## src/hw/rtl/trd_pkg.sv

```systemverilog
// TGA run-length pixel decoder: shared types and constants.
// No dependencies; used by trd_decode, the top level and the bench.
package trd_pkg;

   localparam int unsigned HDR_LEN     = 18;
   localparam int unsigned IDX_TYPE    = 2;
   localparam int unsigned IDX_WIDTH_L = 12;
   localparam int unsigned IDX_WIDTH_H = 13;
   localparam int unsigned IDX_HGT_L   = 14;
   localparam int unsigned IDX_HGT_H   = 15;
   localparam int unsigned IDX_DEPTH   = 16;

   localparam logic [7:0] TYPE_RAW  = 8'd2;
   localparam logic [7:0] DEPTH_24  = 8'd24;
   localparam logic [7:0] DEPTH_32  = 8'd32;
   localparam logic [7:0] RUN_MASK  = 8'd127;

   localparam logic STATUS_PIXEL = 1'b0;
   localparam logic STATUS_DEPTH = 1'b1;

   typedef enum logic [2:0] {
      PH_HEADER = 3'b001,
      PH_PIXELS = 3'b010,
      PH_DONE   = 3'b100
   } phase_type;

   typedef struct packed {
      logic [7:0]  red;
      logic [7:0]  green;
      logic [7:0]  blue;
      logic [7:0]  alpha;
      logic [7:0]  repeat_count;
      logic [15:0] image_width;
      logic [15:0] image_height;
      logic        is_last;
      logic        status;
   } rsp_type;

endpackage

```

## src/hw/rtl/trd_req_if.sv

```systemverilog
// Input byte channel of the TGA decoder: valid/ready plus one file byte.
// No dependencies.
interface trd_req_if;
   logic       valid;
   logic       ready;
   logic [7:0] data_byte;

   modport source (output valid, output data_byte, input ready);
   modport sink   (input valid, input data_byte, output ready);
endinterface

```

## src/hw/rtl/trd_rsp_if.sv

```systemverilog
// Result channel of the TGA decoder: valid/ready plus one decoded pixel.
// No dependencies.
interface trd_rsp_if;
   logic        valid;
   logic        ready;
   logic [7:0]  red;
   logic [7:0]  green;
   logic [7:0]  blue;
   logic [7:0]  alpha;
   logic [7:0]  repeat_count;
   logic [15:0] image_width;
   logic [15:0] image_height;
   logic        is_last;
   logic        status;

   modport source (output valid, output red, output green, output blue, output alpha,
                   output repeat_count, output image_width, output image_height,
                   output is_last, output status, input ready);
   modport sink   (input valid, input red, input green, input blue, input alpha,
                   input repeat_count, input image_width, input image_height,
                   input is_last, input status, output ready);
endinterface

```

## src/hw/rtl/trd_decode.sv

```systemverilog
// TGA decoder state: header parse, packet tracking, channel gather, run clipping.
// Depends on trd_pkg. One byte is consumed on each cycle with step high.
module trd_decode (
   input  logic             clock,
   input  logic             reset,
   input  logic             step,
   input  logic [7:0]       data_byte,
   output logic             emit,
   output trd_pkg::rsp_type result
);

   trd_pkg::phase_type phase_ff, phase_in;
   logic [4:0]  hdr_idx_ff, hdr_idx_in;
   logic        uncomp_ff, uncomp_in;
   logic        has_alpha_ff, has_alpha_in;
   logic [15:0] width_ff, width_in;
   logic [15:0] height_ff, height_in;
   logic [31:0] pix_left_ff, pix_left_in;
   logic [7:0]  pkt_left_ff, pkt_left_in;
   logic        pkt_run_ff, pkt_run_in;
   logic [1:0]  chan_ff, chan_in;
   logic [7:0]  chan_buf_ff [3];
   logic [7:0]  chan_buf_in [3];

   logic [31:0] pix_total;
   logic [1:0]  last_chan;
   logic [7:0]  rep;
   logic [31:0] pix_after;

   assign pix_total = width_ff * height_ff;
   assign last_chan = has_alpha_ff ? 2'd3 : 2'd2;

   always_comb begin
      phase_in     = phase_ff;
      hdr_idx_in   = hdr_idx_ff;
      uncomp_in    = uncomp_ff;
      has_alpha_in = has_alpha_ff;
      width_in     = width_ff;
      height_in    = height_ff;
      pix_left_in  = pix_left_ff;
      pkt_left_in  = pkt_left_ff;
      pkt_run_in   = pkt_run_ff;
      chan_in      = chan_ff;
      chan_buf_in  = chan_buf_ff;
      emit         = 1'b0;
      rep          = 8'd1;
      pix_after    = pix_left_ff;
      result       = '0;

      if (step) begin
         case (phase_ff)
            trd_pkg::PH_HEADER: begin
               if (hdr_idx_ff == 5'(trd_pkg::IDX_TYPE)) begin
                  uncomp_in = (data_byte == trd_pkg::TYPE_RAW);
               end
               if (hdr_idx_ff == 5'(trd_pkg::IDX_WIDTH_L)) begin
                  width_in = {width_ff[15:8], data_byte};
               end
               if (hdr_idx_ff == 5'(trd_pkg::IDX_WIDTH_H)) begin
                  width_in = {data_byte, width_ff[7:0]};
               end
               if (hdr_idx_ff == 5'(trd_pkg::IDX_HGT_L)) begin
                  height_in = {height_ff[15:8], data_byte};
               end
               if (hdr_idx_ff == 5'(trd_pkg::IDX_HGT_H)) begin
                  height_in = {data_byte, height_ff[7:0]};
               end
               if (hdr_idx_ff == 5'(trd_pkg::IDX_DEPTH)) begin
                  has_alpha_in = (data_byte == trd_pkg::DEPTH_32);
               end
               if (hdr_idx_ff == 5'(trd_pkg::IDX_DEPTH) &&
                   !(data_byte inside {trd_pkg::DEPTH_24, trd_pkg::DEPTH_32})) begin
                  phase_in = trd_pkg::PH_DONE;
                  emit     = 1'b1;
                  result.is_last = 1'b1;
                  result.status  = trd_pkg::STATUS_DEPTH;
               end else if (hdr_idx_ff == 5'(trd_pkg::HDR_LEN - 1)) begin
                  pix_left_in = pix_total;
                  pkt_left_in = '0;
                  pkt_run_in  = 1'b0;
                  chan_in     = '0;
                  phase_in    = (pix_total != '0) ? trd_pkg::PH_PIXELS : trd_pkg::PH_DONE;
               end else begin
                  hdr_idx_in = hdr_idx_ff + 5'd1;
               end
            end
            trd_pkg::PH_PIXELS: begin
               if (!uncomp_ff && pkt_left_ff == '0) begin
                  // packet header byte
                  pkt_run_in  = data_byte[7];
                  pkt_left_in = (data_byte & trd_pkg::RUN_MASK) + 8'd1;
                  chan_in     = '0;
               end else if (chan_ff < last_chan) begin
                  chan_buf_in[chan_ff] = data_byte;
                  chan_in = chan_ff + 2'd1;
               end else begin
                  chan_in = '0;
                  if (!uncomp_ff) begin
                     if (pkt_run_ff) begin
                        rep         = pkt_left_ff;
                        pkt_left_in = '0;
                     end else begin
                        pkt_left_in = pkt_left_ff - 8'd1;
                     end
                  end
                  if (pix_left_ff[31:8] == '0 && pix_left_ff[7:0] < rep) begin
                     rep = pix_left_ff[7:0];
                  end
                  pix_after   = pix_left_ff - {24'd0, rep};
                  pix_left_in = pix_after;
                  if (pix_after == '0) begin
                     phase_in = trd_pkg::PH_DONE;
                  end
                  emit = 1'b1;
                  if (has_alpha_ff) begin
                     result.red   = chan_buf_ff[2];
                     result.alpha = data_byte;
                  end else begin
                     result.red   = data_byte;
                  end
                  result.green        = chan_buf_ff[1];
                  result.blue         = chan_buf_ff[0];
                  result.repeat_count = rep;
                  result.is_last      = (pix_after == '0);
                  result.status       = trd_pkg::STATUS_PIXEL;
               end
            end
            default: begin
            end
         endcase
      end
      result.image_width  = width_in;
      result.image_height = height_in;
   end

   always_ff @(posedge clock) begin
      if (reset) begin
         phase_ff     <= trd_pkg::PH_HEADER;
         hdr_idx_ff   <= '0;
         uncomp_ff    <= 1'b0;
         has_alpha_ff <= 1'b0;
         width_ff     <= '0;
         height_ff    <= '0;
         pix_left_ff  <= '0;
         pkt_left_ff  <= '0;
         pkt_run_ff   <= 1'b0;
         chan_ff      <= '0;
         chan_buf_ff  <= '{default: '0};
      end else begin
         phase_ff     <= phase_in;
         hdr_idx_ff   <= hdr_idx_in;
         uncomp_ff    <= uncomp_in;
         has_alpha_ff <= has_alpha_in;
         width_ff     <= width_in;
         height_ff    <= height_in;
         pix_left_ff  <= pix_left_in;
         pkt_left_ff  <= pkt_left_in;
         pkt_run_ff   <= pkt_run_in;
         chan_ff      <= chan_in;
         chan_buf_ff  <= chan_buf_in;
      end
   end

endmodule

```

## src/hw/rtl/tga_rle_pixel_decoder.sv

```systemverilog
// TGA run-length pixel decoder, top level: input register, decoder, result register.
// Depends on trd_pkg, trd_req_if, trd_rsp_if and trd_decode.
//
//   channel  dir  payload                                        moves
//   req      in   data_byte                                      one file byte per item
//   rsp      out  red green blue alpha repeat_count image_width  one pixel or error per item
//                 image_height is_last status
//
// One item per cycle while results are taken; a byte lands in the input register when
// accepted and a result it completes enters the result register after one decode pass.
// Synchronous reset returns the decoder to the start of a header.
// A stalled result holds the decode step; the input register still takes one byte,
// then req.ready drops until the result is taken.
module tga_rle_pixel_decoder (
   input logic    clock,
   input logic    reset,
   trd_req_if.sink   req,
   trd_rsp_if.source rsp
);

   logic             in_valid_ff, in_valid_in;
   logic [7:0]       in_byte_ff;
   logic             out_valid_ff, out_valid_in;
   trd_pkg::rsp_type out_ff;
   logic             out_free;
   logic             advance;
   logic             emit;
   trd_pkg::rsp_type result;

   assign out_free  = !out_valid_ff || rsp.ready;
   assign advance   = in_valid_ff && out_free;
   assign req.ready = !in_valid_ff || out_free;

   trd_decode u_decode (
      .clock     (clock),
      .reset     (reset),
      .step      (advance),
      .data_byte (in_byte_ff),
      .emit      (emit),
      .result    (result)
   );

   always_comb begin
      in_valid_in  = (req.valid && req.ready) || (in_valid_ff && !advance);
      out_valid_in = (out_valid_ff && !rsp.ready) || (advance && emit);
   end

   always_ff @(posedge clock) begin
      if (reset) begin
         in_valid_ff  <= 1'b0;
         out_valid_ff <= 1'b0;
      end else begin
         in_valid_ff  <= in_valid_in;
         out_valid_ff <= out_valid_in;
      end
   end

   always_ff @(posedge clock) begin
      if (req.valid && req.ready) begin
         in_byte_ff <= req.data_byte;
      end
      if (advance && emit) begin
         out_ff <= result;
      end
   end

   assign rsp.valid        = out_valid_ff;
   assign rsp.red          = out_ff.red;
   assign rsp.green        = out_ff.green;
   assign rsp.blue         = out_ff.blue;
   assign rsp.alpha        = out_ff.alpha;
   assign rsp.repeat_count = out_ff.repeat_count;
   assign rsp.image_width  = out_ff.image_width;
   assign rsp.image_height = out_ff.image_height;
   assign rsp.is_last      = out_ff.is_last;
   assign rsp.status       = out_ff.status;

endmodule

```

## src/flat_wrapper.sv

```systemverilog
// flat-port wrapper written by rule: the top's interface ports become plain ports
module tga_rle_pixel_decoder_flat 
  (clock, reset, req_valid, req_data_byte, req_ready, rsp_valid, rsp_red, rsp_green, rsp_blue, rsp_alpha, rsp_repeat_count, rsp_image_width, rsp_image_height, rsp_is_last, rsp_status, rsp_ready);
  trd_req_if req_i ();
  trd_rsp_if rsp_i ();
  input logic clock;
  input logic reset;
  input wire logic [$bits(req_i.valid)-1:0] req_valid;
  input wire logic [$bits(req_i.data_byte)-1:0] req_data_byte;
  output wire logic [$bits(req_i.ready)-1:0] req_ready;
  output wire logic [$bits(rsp_i.valid)-1:0] rsp_valid;
  output wire logic [$bits(rsp_i.red)-1:0] rsp_red;
  output wire logic [$bits(rsp_i.green)-1:0] rsp_green;
  output wire logic [$bits(rsp_i.blue)-1:0] rsp_blue;
  output wire logic [$bits(rsp_i.alpha)-1:0] rsp_alpha;
  output wire logic [$bits(rsp_i.repeat_count)-1:0] rsp_repeat_count;
  output wire logic [$bits(rsp_i.image_width)-1:0] rsp_image_width;
  output wire logic [$bits(rsp_i.image_height)-1:0] rsp_image_height;
  output wire logic [$bits(rsp_i.is_last)-1:0] rsp_is_last;
  output wire logic [$bits(rsp_i.status)-1:0] rsp_status;
  input wire logic [$bits(rsp_i.ready)-1:0] rsp_ready;
  assign req_i.valid = req_valid;
  assign req_i.data_byte = req_data_byte;
  assign req_ready = req_i.ready;
  assign rsp_valid = rsp_i.valid;
  assign rsp_red = rsp_i.red;
  assign rsp_green = rsp_i.green;
  assign rsp_blue = rsp_i.blue;
  assign rsp_alpha = rsp_i.alpha;
  assign rsp_repeat_count = rsp_i.repeat_count;
  assign rsp_image_width = rsp_i.image_width;
  assign rsp_image_height = rsp_i.image_height;
  assign rsp_is_last = rsp_i.is_last;
  assign rsp_status = rsp_i.status;
  assign rsp_i.ready = rsp_ready;
  tga_rle_pixel_decoder u_core (.clock(clock), .reset(reset), .req(req_i), .rsp(rsp_i));
endmodule
```

## config.mk

```make
export PLATFORM = sky130hd
export DESIGN_NAME = tga_rle_pixel_decoder_flat
export DESIGN_NICKNAME = d
export VERILOG_FILES = /design/src/hw/rtl/trd_pkg.sv /design/src/hw/rtl/trd_req_if.sv /design/src/hw/rtl/trd_rsp_if.sv /design/src/hw/rtl/trd_decode.sv /design/src/hw/rtl/tga_rle_pixel_decoder.sv /design/src/flat_wrapper.sv
export SDC_FILE = /design/constraint.sdc
export NUM_CORES = 1
export LEC_CHECK = 0
export ABC_AREA = 1
export BUFFER_PORTS_ARGS = -buffer_cell sky130_fd_sc_hd__buf_4
export CAP_MARGIN = 20
export CELL_PAD_IN_SITES_DETAIL_PLACEMENT = 0
export CELL_PAD_IN_SITES_GLOBAL_PLACEMENT = 1
export CORE_MARGIN = 4
export CORE_UTILIZATION = 35
export DETAILED_ROUTE_END_ITERATION = 8
export HOLD_SLACK_MARGIN = 0.06
export PLACE_DENSITY = 0.73
export RECOVER_POWER = 100
export SYNTH_ARGS = -nofsm -noshare
export SYNTH_HDL_FRONTEND = slang
export SYNTH_HIERARCHICAL = 1
export SYNTH_SLANG_ARGS = --single-unit
```

## constraint.sdc

```tcl
create_clock -name clock -period 7 [get_ports clock]
set_clock_uncertainty 0.2 [all_clocks]
set_input_delay 1.75 -clock clock [delete_from_list [all_inputs] [get_ports clock]]
set_output_delay 1.75 -clock clock [all_outputs]
set_load 0.02 [all_outputs]
```

==> Word-level counts from Yosys, hierarchy flattened <==
Index checks and enable logic that the tools add are counted.
{ "word_totals": {"register_bits": 193, "input_bits": 12, "output_inout_bits": 76, "word_cells": 160} }
{ "classes": {"addsub": 5, "n_mul": 1, "n_lt_le_gt_ge": 4, "n_eq_ne": 21, "muxes": 61, "bitwise": 7, "n_reduce_logical": 36} }
{ "ops": {"columns": ["operator", "n"], "rows": [
  ["2-to-1 mux 8 bit", 21],
  ["2-to-1 mux 32 bit", 4],
  ["2-to-1 mux 16 bit", 6],
  ["one-hot mux 32 bit (2 select lines)", 1],
  ["zero test 32 bit", 1],
  ["multiplier 16 x 16 -> 32 bit", 1],
  ["nonzero test 32 bit", 1],
  ["subtractor 32 x 8 -> 32 bit", 1],
  ["bitwise mux 24 bit", 1],
  ["zero test 24 bit", 1],
  ["== test 5 x 4 -> 1 bit, second input constant", 4],
  ["2-to-1 mux 3 bit", 6],
  ["AND reduction 6 bit", 3],
  ["demux 8 bit (select 2 bit)", 1],
  ["one-hot mux 8 bit (2 select lines)", 1],
  ["2-to-1 mux 2 bit", 7],
  ["inequality test 2 bit, second input constant", 6],
  ["AND reduction 4 bit", 3],
  ["== test 5 bit, second input constant", 2],
  ["logical AND 1 bit", 9],
  ["inequality test 3 bit, second input constant", 3],
  ["adder 7 x 1 -> 8 bit, second input constant", 1],
  ["== test 8 x 2 -> 1 bit, second input constant", 1],
  ["== test 8 x 5 -> 1 bit, second input constant", 1],
  ["other kinds (25)", 49]
]} }

==> Depth between registers and ports, before layout <==
{ "logic_depth": {"depth_word": 19, "mapped_depth": 33, "ltp_nobuf": 31} }

==> By module <==
The synthesis kept the hierarchy.
{ "by_module_without_submodules": {"columns": ["mod", "instances", "cells_per_inst", "area_per_inst_um2", "seq_area_each_um2"], "rows": [
  ["trd_decode", 1, 2414, 16298.1, 2182.1],
  ["tga_rle_pixel_decoder", 1, 100, 2585.0, 2502.4]
]} }

==> Worst setup path before layout <==
No wires, ideal clock.
{ "synth_timing": {"kind": "in2reg", "start": "input rsp_ready", "end": "register u_core.out_ff, in the netlist u_core/rsp.alpha[0], enable pin", "setup_ns": 0.493, "arrival_time_ns": 5.643, "required_time_ns": 6.307, "setup_slack_ns": 0.664, "cell_stages": 10, "n_path_buf": 0, "path_cell_list": "inv_1 > nand2_1 > inv_1 > nor2_1 > inv_1 > nor2_2 > inv_1 > o21ai_0 > inv_1 > nor3_2"} }
{ "synth_via": {"elab_chain_len": 4} }
{ "synth_lines": {"columns": ["element", "line_no", "rtl"], "rows": [
  ["from (decl)", "flat_wrapper.sv:21", "input wire logic [$bits(rsp_i.ready)-1:0] rsp_ready;"],
  ["logical OR 1 bit", "tga_rle_pixel_decoder.sv:30", "assign out_free = !out_valid_ff || rsp.ready;"],
  ["logical AND 1 bit", "tga_rle_pixel_decoder.sv:31", "assign advance = in_valid_ff && out_free;"],
  ["via u_core.advance", "tga_rle_pixel_decoder.sv:26", "logic advance;"],
  ["2-to-1 mux 1 bit", "trd_decode.sv:50", "if (step) begin"],
  ["via u_core.emit", "tga_rle_pixel_decoder.sv:27", "logic emit;"],
  ["logical AND 1 bit", "tga_rle_pixel_decoder.sv:62", "if (advance && emit) begin"],
  ["to (signal assigned)", "tga_rle_pixel_decoder.sv:63", "out_ff <= result;"],
  ["to (decl)", "tga_rle_pixel_decoder.sv:24", "trd_pkg::rsp_type out_ff;"]
]} }
The timed path passes the listed nets, and every way through them passes these cells.
A chain may end at the register's enable or synchronous reset.

==> Worst setup path after layout <==
{ "layout_timing": {"start": "register u_core.u_decode.width_ff[15]", "end": "register u_core.u_decode.phase_ff[1]"} }
{ "layout_via": {"elab_chain_len": 6} }
{ "layout_lines": {"columns": ["element", "line_no", "rtl"], "rows": [
  ["from (decl)", "trd_decode.sv:16", "logic [15:0] width_ff, width_in;"],
  ["from (signal assigned)", "trd_decode.sv:154", "width_ff <= width_in;"],
  ["multiplier 16 x 16 -> 32 bit", "trd_decode.sv:30", "assign pix_total = width_ff * height_ff;"],
  ["nonzero test 32 bit", "trd_decode.sv:82", "phase_in = (pix_total != '0) ? trd_pkg::PH_PIXELS : trd_pkg::PH_DONE;"],
  ["2-to-1 mux 3 bit", "trd_decode.sv:82", null],
  ["2-to-1 mux 3 bit", "trd_decode.sv:77", "end else if (hdr_idx_ff == 5'(trd_pkg::HDR_LEN - 1)) begin"],
  ["2-to-1 mux 3 bit", "trd_decode.sv:71", "if (hdr_idx_ff == 5'(trd_pkg::IDX_DEPTH) &&"],
  ["one-hot mux 3 bit (2 select lines)", "trd_decode.sv:51", "case (phase_ff)"],
  ["to (signal assigned)", "trd_decode.sv:138", "phase_ff <= trd_pkg::PH_HEADER;"],
  ["to (signal assigned)", "trd_decode.sv:150", "phase_ff <= phase_in;"],
  ["to (decl)", "trd_decode.sv:12", "trd_pkg::phase_type phase_ff, phase_in;"]
]} }
No other way between the ends. The select of a mux whose other input is x is not followed.

==> results.toml <==
[cells_and_area]
diodes = 0
nets = 2871
design_area_um2 = 20300
area_growth_syn_to_layout_pct = 7.75
drive_gt1_share_pct = 5.03

[timing]
rsz0062_at_grt = "no"
max_slew_margin_pct = -80.9
slew_violations = 119
fin_setup_tns_ns = 0
finalHoldViolations = 0
worst_pin_slew_ns = 2.71
final-setup-viol-count = 0
timing.final.crit_share_pct = 93.9
period_minus_slack_ns = 6.57
fmax_ghz = 0.152
holdWs_ns = 0.259

[critical_path]
critPathRequiredTime_ns = 7.09
cp_top_family = "adder cells"
critPathBufInv = 3
cp-end-kind = "register"
crit_fanout = 17
timing.critical_path.mode_cell = "nand2_1"
critical_path_class = "reg2reg"
critPathLaunchType = "register"
critPathMaxStageDelay_ns = 0.82
cp_slowest_cell = "dfxtp_1"
cp.arrival_ns = 6.66

[status]
status = "finished, violations left"
violations = "capacitance limit, slew limit"

[logic_synthesis]
syn_inst = 2514
synth_cell_types = 50
yosys-top-cells-area = "fa_1, edfxtp_1, nand2_1"
async_flop_share_pct = 0
syn_area_um2 = 18900
synth_flop_cell = "dfxtp_1"
synth_fp_nets = 2852
synth_edf_count = 82
synth.most_common_cell = "nand2_1"
yosysWarnings = 6
ys_seq_area_share_pct = 24.8
yosys-top-cells-count = "nand2_1, inv_1, fa_1, nor2_1, ha_1"
synth_top_area_cell = "fa_1"
synth_seq_cells = 193
synth_area_per_cell_um2 = 7.51
netlist.area_leader.share_pct = 20.7

[die]
die_h_um = 240
ios = 88
die_w_um = 240
fp-row-count = 84
die_area_um2 = 57700
initial_core_util_pct = 35.6
core_um2 = 53000

[routing]
num_vias = 15700
drc_errors = 0
vias_per_cell = 4.86
drtPass1Iterations = 5
wl_um = 51200
ant_nets = 0
post_drt_wl_per_cell_um = 15.8
first_iter_violations = 1022

[clocking]
cts_resized = 0
cts_tree = "done"
cts.sinks = 193
clkTransAtPathRegs_ns = 0.08
cts_inserted_buffers = 17
cts_hold_buf = 0
htreeDepth = 4
root_buffer = "clkbuf_16"
clkLatencyLatePin_ns = 0.45
post_cts_buffers = 0
cts_buffer_depth = 2

[power]
powerDensity_nw_per_um2 = 158
power_leakage_nw = 9.73
vdd.ir_drop.worst_mv = 0.157

[grt]
antenna_found_initial = 0
grt_pass1_vias = 15700
grt_max_degree = 60
grt_use_total_pct = 18.0
grt-ovfl-total = 0
grt_pass1_wl_um = 83800

[hold_path]
hold_class = "reg2reg"

[place]
globalplace.congestion = 0.887
dp_hpwl_um = 40900
port_buffers = 87
dpl_cell_area_um2 = 20100

[job]
max_cap_violations = 3
## where the power goes
group	internal [mW]	switching [mW]	total (mW)
Combinational	0.308	0.669	0.978
Clock	0.513	0.506	1.02
Sequential	1.18	0.0267	1.21
Total	2.00	1.20	3.21
## kinds of logic after synthesis
| kind of cell | count (synthesis) | share of synthesized area, % |
|---|---|---|
| and+or+nand+nor | 1024 | 22.8 |
| buffers and inverters | 656 | 13.4 |
| adders and majority gates | 326 | 29.4 |
| AOI/OAI and AO/OA | 291 | 8.51 |
| DFF | 193 | 24.8 |
| xor gates and xnor gates | 24 | 1.11 |
## worst reg2reg max path, stage by stage, from the launching register on
cell     delay [ns]
dfxtp_1        0.82
nand2_1        0.21
fa_1           0.54
fa_1           0.54
inv_1          0.05
fa_1           0.49
inv_1          0.05
fa_1           0.58
fa_1           0.44
fa_1           0.50
inv_1          0.04
ha_1           0.34
a21oi_1        0.33
o21ai_0        0.25
nand2_1        0.11
nand2_1        0.07
a21oi_1        0.16
nand2_1        0.07
nand2_1        0.06
nand2_1        0.07
nor2_1         0.10
nand2_1        0.06
nor2_1         0.10
nand2_1        0.09
nand2_1        0.08
a21oi_1        0.07
## metrics by stage
step | worst slack [ns] | util (%) | power (mW) | cells
floorplan | 0.664 | - | 1.99 | 2514
detailed placement | 0.327 | 38.0 | 2.22 | 3201
CTS | 0.272 | 39.1 | 3.24 | 3233
finish | 0.430 | 38.4 | 3.21 | 3234
global route | 0.00806 | 38.4 | 3.40 | 3234
global placement | 0.295 | 38.0 | 2.22 | 3201
## cells in the final DEF (no fill, tap or decap), drive strengths merged, types with 2 or more instances in the layout
cell and n:
a211oi 21, a21oi 122, a31oi 16, buf 22, clkbuf 110, clkinv 6
dfxtp 111, edfxtp 82, fa 195, ha 131, inv 550, nand2 662
nand3 91, nand3b 9, nand4 21, nor2 202, nor3 23, nor4 6
o211ai 8, o21a 3, o21ai 115, o21bai 2, or2 9, xnor2 8
xor2 16
## path summary, 6_finish.rpt
| kind | end | from | cells past startpoint | slack (ns) |
|---|---|---|---|---|
| setup / recovery | u_core/u_decode/phase_ff[1]$_SDFFE_PP0P_ | u_core/u_decode/width_ff[15]$_SDFF_PP0_ | 25 | 0.43 |
| hold / removal | u_core/u_decode/chan_buf_ff[21]$_SDFFE_PP0P_ | u_core/u_decode/chan_buf_ff[21]$_SDFFE_PP0P_ | 2 | 0.26 |
| setup reg to reg | u_core/u_decode/phase_ff[1]$_SDFFE_PP0P_ | u_core/u_decode/width_ff[15]$_SDFF_PP0_ | 25 | 0.43 |
| hold reg to reg | u_core/u_decode/chan_buf_ff[21]$_SDFFE_PP0P_ | u_core/u_decode/chan_buf_ff[21]$_SDFFE_PP0P_ | 2 | 0.26 |
## registers in the layout, indices dropped and copies added, names as in the netlist, 2 cells and up
| register | flops |
|---|---|
| u_core/u_decode/height_ff | 16 |
| u_core/u_decode/chan_ff | 2 |
| u_core/u_decode/width_ff | 16 |
| u_core/rsp.blue | 8 |
| u_core/in_byte_ff | 8 |
| u_core/rsp.image_height | 16 |
| u_core/u_decode/phase_ff | 3 |
| u_core/u_decode/chan_buf_ff | 24 |
| u_core/u_decode/hdr_idx_ff | 5 |
| u_core/rsp.green | 8 |
| u_core/rsp.image_width | 16 |
| u_core/rsp.red | 8 |
| u_core/rsp.repeat_count | 8 |
| u_core/u_decode/pkt_left_ff | 8 |
| u_core/u_decode/pix_left_ff | 32 |
| u_core/rsp.alpha | 8 |
## per-layer routing
layer / global-route usage, % / part of all wire [%] / wire length, um / vias up
met5: 0 / 0 / 0 / -
met4: 3.46 / 1.4 / 721 / 0
met3: 2.11 / 3.9 / 1970 / 50
met2: 29.9 / 47 / 23900 / 356
met1: 25.7 / 48 / 24600 / 7569
li1: - / - / - / 7727
## layout make-up
cell class	instances	area (um^2)
clock buffers	19	464
clock inverters	13	151
fillers	5567	32600
inverters	543	2040
multi-input cells	1665	11600
flip-flops and latches	193	4690
well taps	688	861
repair buffers	113	541
No activity file was read; power rests on OpenSTA's default activity.
